**src/hw/rtl/pib_pkg.sv**
```systemverilog
// Package for the palette index builder: request and result structs,
// the token that walks the cell chain, and fixed field widths.
// No dependencies.
package pib_pkg;

  localparam int IDX_W = 8;  // palette index width
  localparam int CNT_W = 9;  // color count width (holds the depth itself)
  localparam int COLOR_W = 32;

  // One pixel request
  typedef struct packed {
    logic       start_of_image;
    logic [7:0] red;
    logic [7:0] green;
    logic [7:0] blue;
    logic [7:0] alpha;
  } pib_in_t;

  // One result
  typedef struct packed {
    logic [IDX_W-1:0] color_index;
    logic             new_color;
    logic             overflow;
    logic [CNT_W-1:0] color_count;
  } pib_out_t;

  // Token handed from cell to cell
  typedef struct packed {
    logic               vld;
    logic               done;   // matched or appended somewhere upstream
    logic               added;  // done by appending a new entry
    logic [IDX_W-1:0]   idx;
    logic [COLOR_W-1:0] color;
  } pib_tok_t;

endpackage

```
**src/hw/rtl/pib_out_buf.sv**
```systemverilog
// Two-deep result buffer: output register plus skid entry, so a finished
// result can wait while the next request is already in the chain.
// Depends on pib_pkg.
module pib_out_buf
  import pib_pkg::*;
(
  input  logic     clk,
  input  logic     rst_n,
  input  logic     res_vld,
  input  pib_out_t res,
  output logic     skid_full,
  output logic     out_valid,
  input  logic     out_stall,
  output pib_out_t out_data
);

  logic     out_vld_r, out_vld_nxt;
  pib_out_t out_r, out_nxt;
  logic     skid_vld_r, skid_vld_nxt;
  pib_out_t skid_r, skid_nxt;
  logic     take;

  assign take = out_vld_r && !out_stall;

  // Refill the output register from the skid first, keeping order
  always_comb begin
    out_vld_nxt  = out_vld_r;
    out_nxt      = out_r;
    skid_vld_nxt = skid_vld_r;
    skid_nxt     = skid_r;
    if (!out_vld_r || take) begin
      if (skid_vld_r) begin
        out_vld_nxt  = 1'b1;
        out_nxt      = skid_r;
        skid_vld_nxt = res_vld;
        skid_nxt     = res;
      end else begin
        out_vld_nxt = res_vld;
        out_nxt     = res;
      end
    end else if (res_vld) begin
      skid_vld_nxt = 1'b1;
      skid_nxt     = res;
    end
  end

  always_ff @(posedge clk) begin
    if (!rst_n) begin
      out_vld_r  <= 1'b0;
      skid_vld_r <= 1'b0;
    end else begin
      out_vld_r  <= out_vld_nxt;
      skid_vld_r <= skid_vld_nxt;
    end
  end

  always_ff @(posedge clk) begin
    out_r  <= out_nxt;
    skid_r <= skid_nxt;
  end

  assign skid_full = skid_vld_r;
  assign out_valid = out_vld_r;
  assign out_data  = out_r;

endmodule

```
**config.mk**
```make
export PLATFORM = sky130hd
export DESIGN_NAME = pib_out_buf
export DESIGN_NICKNAME = d
export VERILOG_FILES = /design/src/hw/rtl/pib_pkg.sv /design/src/hw/rtl/pib_out_buf.sv
export SDC_FILE = /design/constraint.sdc
export NUM_CORES = 1
export LEC_CHECK = 0
export BUFFER_PORTS_ARGS = -buffer_cell sky130_fd_sc_hd__buf_2
export CORE_ASPECT_RATIO = 1.1
export CORE_MARGIN = 3
export CORE_UTILIZATION = 35
export DETAILED_ROUTE_END_ITERATION = 7
export PLACE_DENSITY = 0.68
export SLEW_MARGIN = 20
export SYNTH_ARGS = -nofsm -noshare
export SYNTH_HDL_FRONTEND = slang
export SYNTH_SLANG_ARGS = --single-unit
```
**constraint.sdc**
```tcl
create_clock -name clk -period 2.55 [get_ports clk]
set_input_delay 0.51 -clock clk [delete_from_list [all_inputs] [get_ports clk]]
set_output_delay 0.51 -clock clk [all_outputs]
set_load 0.01 [all_outputs]
```
==> results.cfg <==
[clock_network]
cts_sinks = 40
postCtsHoldBufs = 0
cts_tree = built
cts-htree-levels = 2
cts_root_buffer = clkbuf_8
cts_resized = 0
post-cts-setup-buffer-count = 0
clk_pin_slew_worst_paths_ns = 0.08
clock_latency_ns = 0.29
cts_buffers = 5
clockBufferDepth = 2

[job]
cap_violations = 0

[cells_and_area]
multiInputGateArea_um2 = 256
area_growth_pct = 27.8
fill_cells = 346
drive_gt1_frac = 0.618
final-seq-area_mm2 = 0.00118
final_nets = 145
final_cells = 175
num_antenna_cells = 0

[drt]
drt-total-wl_mm = 2.53
firstDrtPassIters = 4
post_drt_wl_per_cell_um = 14.4
drc = 0
drt_iter0_markers = 26
drtAntennaViolNets = 0
via_count = 763
drt-vias-per-instance = 4.36

[global_route]
grt.overflow.total = 0
grt_pass1_vias = 796
grt_max_degree = 20
track_usage = 0.110
antenna_found_initial = 0
grt_pass1_wl_mm = 3.80

[logic_synthesis]
syn_inst = 69
ys_warn_count = 0
synth_nets = 92
synth.area.top_cells = edfxtp_1 78%, mux2_2 15%, dfxtp_1 2.7%
seq_area_frac_synth = 0.807
syn_area_per_cell_um2 = 21.2
synth_top_area_frac = 0.779
syn_area_mm2 = 0.00146
yosys.area.top_type = edfxtp_1
ys_ff_latch = 40
synth_cell_types = 10

[worst_hold_path]
hp-class = in2reg

[placed_design]
placed_cells = 167
dp_slack_ns = 1.03
place.gp.congestion = 0.642
dp_hpwl_mm = 1.86
io_buffers = 43

[critical_path]
end_kind = output port
crit_type = reg2out
critical_path_arrival_ns = 1.23
worstSetupStartpointType = flip-flop
critPathBufInv = 2
crit_family = flip-flops
worstPathMaxFanout = 10
crit_chain = buf_4, buf_2
crit_required_ns = 2.04
critPathSlowestCell = dfxtp_1
slowest_delay_ns = 0.55

[sta]
maxSlewHeadroom = 0.750
hold_violations = 0
fin_crit_sh = 0.682
rsz0062_at_grt = no
max_freq_mhz = 575
tightest_slew_ns = 0.375
fin_ws_ns = 0.811
finClkSkew_ns = 0.00773
min_period_ns = 1.74
drv_slew = 0
fin_tns_setup_ns = 0
setup_viol = 0

[floorplan]
core_mm2 = 0.00399
ios = 44
die_w_um = 67.7
die-area_mm2 = 0.00500
die_h_um = 73.8
start_util = 0.367
core.rowCount = 24

[power]
switching_share = 0.199
seq_power_share = 0.561
power_leakage_uw = 0.000721
p_switching_uw = 276
internal-power_uw = 1110
p_clk_frac = 0.360
ir_worst_vdd_uv = 202
power_frac_comb = 0.078
pwr_density_cell_mw_per_mm2 = 739

[outcome]
outcome = complete, no violations
[registers in the layout, summed over array words and instances (netlist names)]
| signal | count |
|---|---|
| out_data | 19 |
| skid_r | 19 |
| out_valid | 1 |
| skid_full | 1 |
[cell usage in the layout (no fill, tap or decap)]
| master | n |
|---|---|
| clkinv_2 | 1 |
| buf_4 | 5 |
| nand4_1 | 1 |
| o21ai_0 | 1 |
| buf_2 | 43 |
| bufinv_16 | 1 |
| clkbuf_8 | 5 |
| mux2_2 | 20 |
| edfxtp_1 | 38 |
| inv_1 | 1 |
| nand2_1 | 2 |
| a21oi_1 | 1 |
| a21boi_0 | 1 |
| clkinvlp_4 | 1 |
| dfxtp_1 | 2 |
[cell type report]
| class | instances | area share |
|---|---|---|
| Clock inverter | 3 | 0.0227 |
| Timing Repair Buffer | 48 | 0.135 |
| Clock buffer | 5 | 0.0368 |
| Sequential cell | 40 | 0.631 |
| Inverter | 1 | 0.00201 |
| Tap cell | 52 | 0.0348 |
| Multi-Input combinational cell | 26 | 0.137 |
[path summary, 6_finish.rpt]
kind | start | to | slack (ns) | cells after the start
setup / recovery | skid_full | skid_full | 0.81 | 2
hold / removal | res[10] | skid_r[10] | 0.40 | 1
setup reg to reg | skid_full | out_data[17] | 1.16 | 2
hold reg to reg | out_valid | skid_full | 0.54 | 2
[kinds of logic after synthesis]
logic type	synth area share
AO/OA/AOI/OAI	0.0120
flip-flops	0.807
multiplexers	0.154
buffers and inverters	0.0179
AND/OR/NAND/NOR	0.00941
[per-stage QoR]
step                hold WS, ns  power, µW  instance area, µm²  utilization
finish                    0.402       1380                1870        0.468
global route              0.398       1440                1870        0.468
CTS                       0.392       1400                1870        0.468
detailed placement        0.520        901                1760        0.440
global placement          0.501        896                1760        0.440
floorplan                 0.522        841                1460            -
[synth_stat cells]
library cell	number
inv_1	1
edfxtp_1	38
o21ai_0	1
a21oi_1	1
a21boi_0	1
buf_6	2
mux2_2	20
dfxtp_1	2
nand4_1	1
nand2_1	2
[worst register-to-register path, cell delays in order (launching register included)]
cell     delay, ns
dfxtp_1       0.55
buf_4         0.24
mux2_2        0.35
[per-layer routing]
metal	global-route usage	part of all wire	wire length (µm)
met4	0.0676	0.025	63
met1	0.128	0.42	1070
met3	0.0398	0.097	244
met2	0.170	0.46	1150
met5	0	0	0
[power groups by stage]
stage | registers (µW) | clock network, µW | logic, µW
2_1_floorplan | 805 | 0 | 36.2
3_3_place_gp | 789 | 0 | 107
3_5_place_dp | 791 | 0 | 110
4_1_cts | 777 | 514 | 111
5_1_grt | 779 | 538 | 119
6_report | 776 | 498 | 108
Power figures use the tool's default switching activity.
