--- src/hw/rtl/pib_pkg.sv ---
// Package for the palette index builder: request and result structs,
// the token that walks the cell chain, and fixed field widths.
// No dependencies.
package pib_pkg;

  localparam int IDX_W = 8;  // palette index width
  localparam int CNT_W = 9;  // color count width (holds the depth itself)
  localparam int COLOR_W = 32;

  // One pixel request
  typedef struct packed {
    logic       start_of_image;
    logic [7:0] red;
    logic [7:0] green;
    logic [7:0] blue;
    logic [7:0] alpha;
  } pib_in_t;

  // One result
  typedef struct packed {
    logic [IDX_W-1:0] color_index;
    logic             new_color;
    logic             overflow;
    logic [CNT_W-1:0] color_count;
  } pib_out_t;

  // Token handed from cell to cell
  typedef struct packed {
    logic               vld;
    logic               done;   // matched or appended somewhere upstream
    logic               added;  // done by appending a new entry
    logic [IDX_W-1:0]   idx;
    logic [COLOR_W-1:0] color;
  } pib_tok_t;

endpackage

--- src/hw/rtl/pib_cell.sv ---
// One palette cell: holds one color entry and passes the search token on.
// Depends on pib_pkg.
module pib_cell
  import pib_pkg::*;
#(
  parameter int CELL_IDX = 0
) (
  input  logic             clk,
  input  logic             rst_n,
  input  logic [CNT_W-1:0] cnt_i,   // number of stored colors
  input  pib_tok_t         tok_i,
  output pib_tok_t         tok_o
);

  localparam logic [CNT_W-1:0] POS_CNT = CNT_W'(CELL_IDX);
  localparam logic [IDX_W-1:0] POS_IDX = IDX_W'(CELL_IDX);

  logic [COLOR_W-1:0] entry_r, entry_nxt;
  pib_tok_t           tok_r, tok_nxt;

  // Compare against a live entry, or claim this cell when it is the tail
  always_comb begin
    entry_nxt = entry_r;
    tok_nxt   = tok_i;
    if (tok_i.vld && !tok_i.done) begin
      if (POS_CNT < cnt_i) begin
        if (entry_r == tok_i.color) begin
          tok_nxt.done = 1'b1;
          tok_nxt.idx  = POS_IDX;
        end
      end else if (POS_CNT == cnt_i) begin
        entry_nxt     = tok_i.color;
        tok_nxt.done  = 1'b1;
        tok_nxt.added = 1'b1;
        tok_nxt.idx   = POS_IDX;
      end
    end
  end

  // Entry needs no reset: only cells below the count are compared
  always_ff @(posedge clk) begin
    entry_r <= entry_nxt;
  end

  always_ff @(posedge clk) begin
    if (!rst_n) begin
      tok_r.vld <= 1'b0;
    end else begin
      tok_r <= tok_nxt;
    end
  end

  assign tok_o = tok_r;

endmodule

--- config.mk ---
export PLATFORM = sky130hd
export DESIGN_NAME = pib_cell
export DESIGN_NICKNAME = d
export VERILOG_FILES = /design/src/hw/rtl/pib_pkg.sv /design/src/hw/rtl/pib_cell.sv
export SDC_FILE = /design/constraint.sdc
export NUM_CORES = 1
export LEC_CHECK = 0
export ABC_AREA = 1
export BUFFER_PORTS_ARGS = -buffer_cell sky130_fd_sc_hd__buf_2
export CAP_MARGIN = 0
export CORE_MARGIN = 2
export CORE_UTILIZATION = 30
export CTS_BUF_LIST = sky130_fd_sc_hd__clkbuf_16
export DETAILED_ROUTE_END_ITERATION = 16
export MAX_ROUTING_LAYER = met4
export SLEW_MARGIN = 20
export SYNTH_ARGS = -nofsm -noshare
export SYNTH_HDL_FRONTEND = slang
export SYNTH_SLANG_ARGS = --single-unit
--- constraint.sdc ---
create_clock -name clk -period 1.7 [get_ports clk]
set_input_delay 0.17 -clock clk [delete_from_list [all_inputs] [get_ports clk]]
set_output_delay 0.17 -clock clk [all_outputs]
set_load 0.1 [all_outputs]
==> metrics.md, run 1 <==
| Metric | Value |
|---|---|
| Cell type with the largest total area after synthesis | edfxtp_1 |
| Routed vias/inst | 4.03 |
| Final ANT Viol Nets | 0 |
| Min Hold Slack | 0.0609 ns |
| Post-place setup slack | 0.198 ns |
| Clock buffer depth | 2 |
| Final hold violations | 0 |
| Skew-Pair Late Insertion Delay | 0.32 ns |
| Metal1 wirelength | 2490 um |
| RePlAce Congestion | 0.749 |
| Syn nets | 276 |
| Core ar. | 0.00933 mm^2 |
| Crit path DAT | 1.51 ns |
| Initial antenna violation count | 0 |
| Synth cell count leaders | edfxtp_1 (74), nand2_1 (51), inv_1 (42) |
| Max Slew Vio Count | 0 |
| CP peak stage delay | 0.40 ns |
| Setup CP Type | reg2reg |
| Seq/Total Area, Yosys | 76.8% |
| All-Layer GR Usage | 11.5% |
| Routed WL | 5740 um |
| Dpl cells | 451 |
| Final worst path period share | 84.9% |
| Grt ovf | 0 |
| Pwr dens | 1220 mW/mm^2 |
| Post-synth ARST share | 0% |
| CTS tree | done |
| Number of clock sinks | 75 |
| Crit-path cells | inv_1, nand2_1, nand2_1, nand2_1, nor2_1, nand2_1, nor2_2, nand3_2, nand2_4, nor2_1 |
| Top-count cell post-synth | edfxtp_1 |
| Layout cell share with drive strength beyond 1 | 35.9% |
| Maximum clock rate | 0.693 GHz |
| Synthesized cell area | 0.00292 mm^2 |
| Status | finished clean |
| Postcts setup bufs | 0 |
| Minimum clock period | 1.44 ns |
| Synth Flop Type | edfxtp_1 |
| DRT Pass-1 Iters | 4 |
| Reg clk slew, reported paths | 0.05 ns |
| WL per Instance | 12.3 um |
| Initial core utilization | 31.3% |
| DP Wirelength | 4380 um |
| DRC | 0 |
| Final setup vio count | 0 |
| # nets final | 387 |
| Synthesis-stage register bit count | 75 |
| Synth Instances | 222 |
| Top Ports | 97 |
| Leading post-synthesis cells by cell area | edfxtp_1 (76%), nand2_1 (6.6%), inv_1 (5.4%), xnor2_1 (4.5%), nor2_1 (2.3%) |
| Top cell type's share of synthesized area | 76.2% |
| Highest metal used | met4 |
| Final Worst Setup Slack | 0.257 ns |
| Cts bufs inserted | 9 |
| Via count | 1878 |
| ANT cells | 0 |
| Req. time, crit path | 1.77 ns |
| Slew @ Worst Pin | 0.507 ns |
| Leakage | 1.71 nW |
| Non-Filler Instances | 466 |
| Largest net degree at the start of global routing | 28 |
| Most used cell, CP | nand2_1 |
| Met2 wire len | 2890 um |
| RSZ-0062 raised after global routing | false |
| Finished Cell Area | 0.00389 mm^2 |
| Slowest cell on crit path | edfxtp_1 |
| Vias in the first global route | 1771 |
| Crit-path max FO | 8 |
| Synth cell types | 18 |
| Iter 0 DRT Violations | 48 |
| Die area | 0.0105 mm^2 |
| Synth warnings | 0 |
| Fin util | 41.7% |
| Port-buffer cells | 96 |
| Total power | 4.75 mW |
| Critical Path Source Type | flip-flop |
| Syn avg cell area | 13.1 um^2 |
| Hold Crit Class | in2reg |
| Max-cap violations | 0 |
| H-tree depth | 3 |
| Die Width | 103 um |
| # hold bufs at CTS | 0 |
| First-pass GRT wire length | 8610 um |
| Post-cts sizing count | 0 |
| Clock root buffer | clkbuf_16 |
| Standard-cell rows | 35 |
| Number of synthesized flops with an enable pin | 74 |
| Worst VDD drop | 0.551 mV |
| Area growth syn-to-layout | 33.4% |
| Layout Skew | 0.00656 ns |
| CP endpoint kind | flip-flop |
| R2r setup slk | 0.26 ns |
| Metal3 WL | 290 um |
| Relative slew slack | 66.4% |
| Placement-stage cell area | 0.00361 mm^2 |
| Final TNS setup | 0 ns |
| Die Y | 103 um |
## cells by family after synthesis
kind of cell    after synthesis  synth area share, %
compound gates                4                0.772
xor+xnor                     15                 4.50
buf+inv                      43                 5.53
flops                        75                 76.8
simple gates                 85                 12.4
## where the power goes
part / switching [mW] / internal, mW / leakage (nW)
clock network: 0.656 / 1.11 / 0.149
registers: 0.0179 / 2.12 / 0.707
logic: 0.720 / 0.132 / 0.858
total: 1.39 / 3.36 / 1.71
## worst max-delay path: cells and delay by family (launching register included)
| family | cells | cell delay [ns] |
|---|---|---|
| flip-flops | 1 | 0.40 |
| buffers and inverters | 1 | 0.07 |
| AND/OR/NAND/NOR | 9 | 0.73 |
## worst paths after layout
check	start	end	cells after the start
worst min-delay path	tok_i[5]	tok_o[5]	1
worst max register to register	entry_r[29]	tok_o[37]	10
worst min register to register	entry_r[28]	tok_o[41]	5
worst max-delay path	entry_r[29]	tok_o[37]	10
## registers in the layout (all words and copies together), names as in the netlist
name / cells
tok_o: 43
entry_r: 32
## routing by layer
layer | vias to the layer above | global-route usage, %
li1 | 942 | -
met1 | 876 | 13.7
met2 | 54 | 18.2
met3 | 6 | 4.07
met4 | 0 | 3.69
met5 | - | -
## final cells by class
| class | count | area (um^2) |
|---|---|---|
| clock buffers | 9 | 225 |
| clock inverters | 6 | 51.3 |
| fillers | 907 | 5440 |
| inverters | 43 | 161 |
| multi-input cells | 104 | 514 |
| flip-flops and latches | 75 | 2240 |
| well taps | 129 | 161 |
| repair buffers | 100 | 536 |
## cell usage in the layout (no fill, tap or decap)
cell type  instances
buf_12             2
buf_2             96
buf_4              2
bufinv_16          1
clkbuf_16          9
clkinv_2           2
dfxtp_1            1
edfxtp_1          74
inv_1             45
inv_2              1
nand2_1           51
nand2_2            1
nand2_4            1
nand3_1            4
nand3_2            1
nand4_1            1
nor2_1            18
nor2_2             3
nor3_1             2
nor4_1             1
o21ai_0            2
o22ai_1            2
or2_2              2
xnor2_1           15
(Power assumes the default switching activity.)
==> run 2, diff against run 1 <==
==> constraint.sdc (replaced) <==
create_clock -name clk -period 1.25 [get_ports clk]
set_input_delay 0.125 -clock clk [delete_from_list [all_inputs] [get_ports clk]]
set_output_delay 0.125 -clock clk [all_outputs]
set_load 0.1 [all_outputs]
==> run 2 against run 1 <==
The run now ends with negative setup slack left; worst hold slack worse by 0.041 ns; worst setup slack worse by 0.47 ns; critical endpoint is now tok_o[33]; non-clock buffer count is 15 higher.
==> metrics.md, run 2 (synthesized netlist as in run 1, its figures left out) <==
| Metric | Value |
|---|---|
| Status | finished, violations left |
| Failing checks | negative setup slack |
| Post-place setup slack | -0.278 ns (-0.476 ns) |
| Routed WL | 5600 um (-2.5%) |
| Hold Crit Class | in2reg |
| Fillcell total | 876 (-3.4%) |
| Reg area | 0.00224 mm^2 (unchanged) |
| H-tree depth | 3 (unchanged) |
| Die Y | 103 um (unchanged) |
| Die area | 0.0105 mm^2 (unchanged) |
| Critical Path Source Type | flip-flop |
| Worst path top cell family by delay | simple AND/OR/NAND/NOR gates |
| Skew-Pair Late Insertion Delay | 0.32 ns (about the same) |
| Min Hold Slack | 0.0194 ns (-0.0415 ns) |
| Layout Skew | 0.00916 ns (+0.00260 ns) |
| Max-cap violations | 0 (unchanged) |
| Commonest cells after routing, fill and taps aside | buf_2 (94), edfxtp_1 (74), nand2_1 (51), inv_1 (44), buf_4 (16) |
| All-Layer GR Usage | 11.5% (-0.030 points) |
| Initial core utilization | 31.3% (unchanged) |
| Power share of the combinational group | 19.0% (+1.1 points) |
| Slowest cell on crit path | edfxtp_1 |
| Worst Hold Path EP | entry_r[4] |
| Max Slew Vio Count | 0 (unchanged) |
| Final worst path period share | 117% (+32 points) |
| Worst flop-to-flop path endpoint | tok_o[33] |
| Cts bufs inserted | 9 (unchanged) |
| WL per Instance | 11.6 um (-5.7%) |
| Clock buffer depth | 2 (unchanged) |
| Top Ports | 97 (unchanged) |
| Core ar. | 0.00933 mm^2 (unchanged) |
| Multi-input gate area | 566 um^2 (+10%) |
| DRC | 0 (unchanged) |
| Die Width | 103 um (unchanged) |
| Crit-path cells | nand2_1, nand2_1, inv_1, nand2_1, nor2_2, nand2_1, nor2_2, nand3_2, nand2_4, nor2_1 |
| RePlAce Congestion | 0.676 (-9.8%) |
| # nets final | 402 (+3.9%) |
| Layout cell share with drive strength beyond 1 | 40.8% (+4.9 points) |
| Max reg flops | 43 (unchanged) |
| Final ANT Viol Nets | 0 (unchanged) |
| Sequential power share | 46.1% (+1.0 points) |
| Worst VDD drop | 0.663 mV (+20%) |
| Clk pwr share | 34.9% (-2.1 points) |
| P_sw | 1.92 mW (+38%) |
| Hold path cells | 1 (unchanged) |
| Hold path start | tok_i[4] |
| Sw Share | 30.4% (+1.0 points) |
| Slew @ Worst Pin | 0.512 ns (+0.00470 ns) |
| Port-buffer cells | 96 (unchanged) |
| DP Wirelength | 4100 um (-6.2%) |
| Largest net degree at the start of global routing | 28 (unchanged) |
| Reg clk slew, reported paths | 0.06 ns (about the same) |
| DRT Pass-1 Iters | 4 (unchanged) |
| Crit path DAT | 1.54 ns (+0.03 ns) |
| First-pass GRT wire length | 8560 um (-0.64%) |
| Setup CP Type | reg2reg |
| Final TNS setup | -1.77 ns (-1.77 ns) |
| Final Worst Setup Slack | -0.213 ns (-0.470 ns) |
| Number of clock sinks | 75 (unchanged) |
| Commonest non-fill, non-tap cell in the layout | buf_2 |
| CP peak stage delay | 0.38 ns (-0.02 ns) |
| Routed vias/inst | 3.94 (-2.2%) |
| Area growth syn-to-layout | 39.1% |
| Crit-path max FO | 8 (unchanged) |
| Vias in the first global route | 1801 (+1.7%) |
| Relative slew slack | 66.1% (-0.31 points) |
| Bufs and invs on worst path | 1 (unchanged) |
| Pwr dens | 1560 mW/mm^2 (+28%) |
| Standard-cell rows | 35 (unchanged) |
| RSZ-0062 raised after global routing | true |
| Int Power | 4.40 mW (+31%) |
| Grt ovf | 0 (unchanged) |
| Iter 0 DRT Violations | 27 (-44%) |
| Final setup vio count | 9 (+9) |
| Via count | 1899 (+1.1%) |
| Req. time, crit path | 1.33 ns (-0.44 ns) |
| Final hold violations | 0 (unchanged) |
| CTS tree | done |
| Maximum clock rate | 0.683 GHz (-1.4%) |
| ANT cells | 0 (unchanged) |
| FF-to-FF Start | entry_r[26] |
| R2r setup slk | -0.21 ns (-0.47 ns) |
| Leakage | 1.79 nW (+4.3%) |
| R2r worst-path depth | 10 (unchanged) |
| Minimum clock period | 1.46 ns (+0.0205 ns) |
| Most used cell, CP | nand2_1 |
| Initial antenna violation count | 0 (unchanged) |
| Clock root buffer | clkbuf_16 |
| CP endpoint kind | flip-flop |
-- run 2: cell count changes in the layout (fill, tap and decap cells not counted), sizes merged --
cell and delta:
buf +12, bufinv -1, clkbuf +2, clkinv +2, clkinvlp +1, dlygate4sd3 +1
inv -1
-- run 2: repair_timing --
item                                    in CTS  in global routing
buffers inserted                             1                  1
cloned                                       0                  0
gates resized for setup                      4                  3
endpoints found under the hold margin        2                  0
pin swaps                                    4                  6
hold buffers                                 1                  0
endpoints found under the setup margin       9                 11
-- run 2: cell type report --
cell class / instances / share of cell area [%]
clock buffers: 9 / 5.55
clock inverters: 7 / 0.740
inverters: 43 / 4.38
multi-input cells: 104 / 13.9
flip-flops and latches: 75 / 55.3
well taps: 129 / 3.98
repair buffers: 115 / 16.2
-- run 2: layer usage --
| metal | wire length (um) | global-route usage [%] | up-vias |
|---|---|---|---|
| met5 | 0 | - | - |
| met4 | 95 | 5.54 | 0 |
| met3 | 287 | 3.39 | 10 |
| met2 | 2650 | 17.2 | 59 |
| met1 | 2570 | 14.2 | 854 |
| li1 | - | - | 976 |
-- run 2: worst max-delay path by stage --
stage | slack (ns) | cells past startpoint | from | to
finish | -0.21 | 10 | entry_r[26] | tok_o[33]
global route | -0.34 | 8 | entry_r[0] | tok_o[36]
CTS | -0.23 | 8 | entry_r[8] | tok_o[34]
detailed placement | -0.28 | 8 | entry_r[8] | tok_o[36]
global placement | -0.27 | 8 | entry_r[8] | tok_o[36]
floorplan | -0.19 | 6 | tok_i[41] | tok_o[40]
-- run 2: worst register-to-register path, cell delays in order (launching register included) --
cell      delay [ns]
edfxtp_1        0.38
nand2_1         0.09
nand2_1         0.06
inv_1           0.05
nand2_1         0.05
nor2_2          0.11
nand2_1         0.07
nor2_2          0.12
nand3_2         0.11
nand2_4         0.13
nor2_1          0.06
-- run 2: power groups by stage --
stage	registers (mW)	clock network, mW	logic (mW)
after floorplan	3.78	0	0.0859
after global placement	2.96	0	1.20
after detailed placement	2.97	0	1.20
after CTS	2.92	2.29	1.21
after global routing	2.92	2.39	1.26
final	2.91	2.21	1.20
-- run 2: through the flow --
stage | area, um^2 | util, % | instances | power [mW]
2_1_floorplan | 2970 | - | 222 | 3.87
3_3_place_gp | 3750 | 40.2 | 463 | 4.16
3_5_place_dp | 3750 | 40.2 | 463 | 4.17
4_1_cts | 4040 | 43.3 | 481 | 6.42
5_1_grt | 4060 | 43.5 | 482 | 6.57
6_report | 4060 | 43.5 | 482 | 6.32
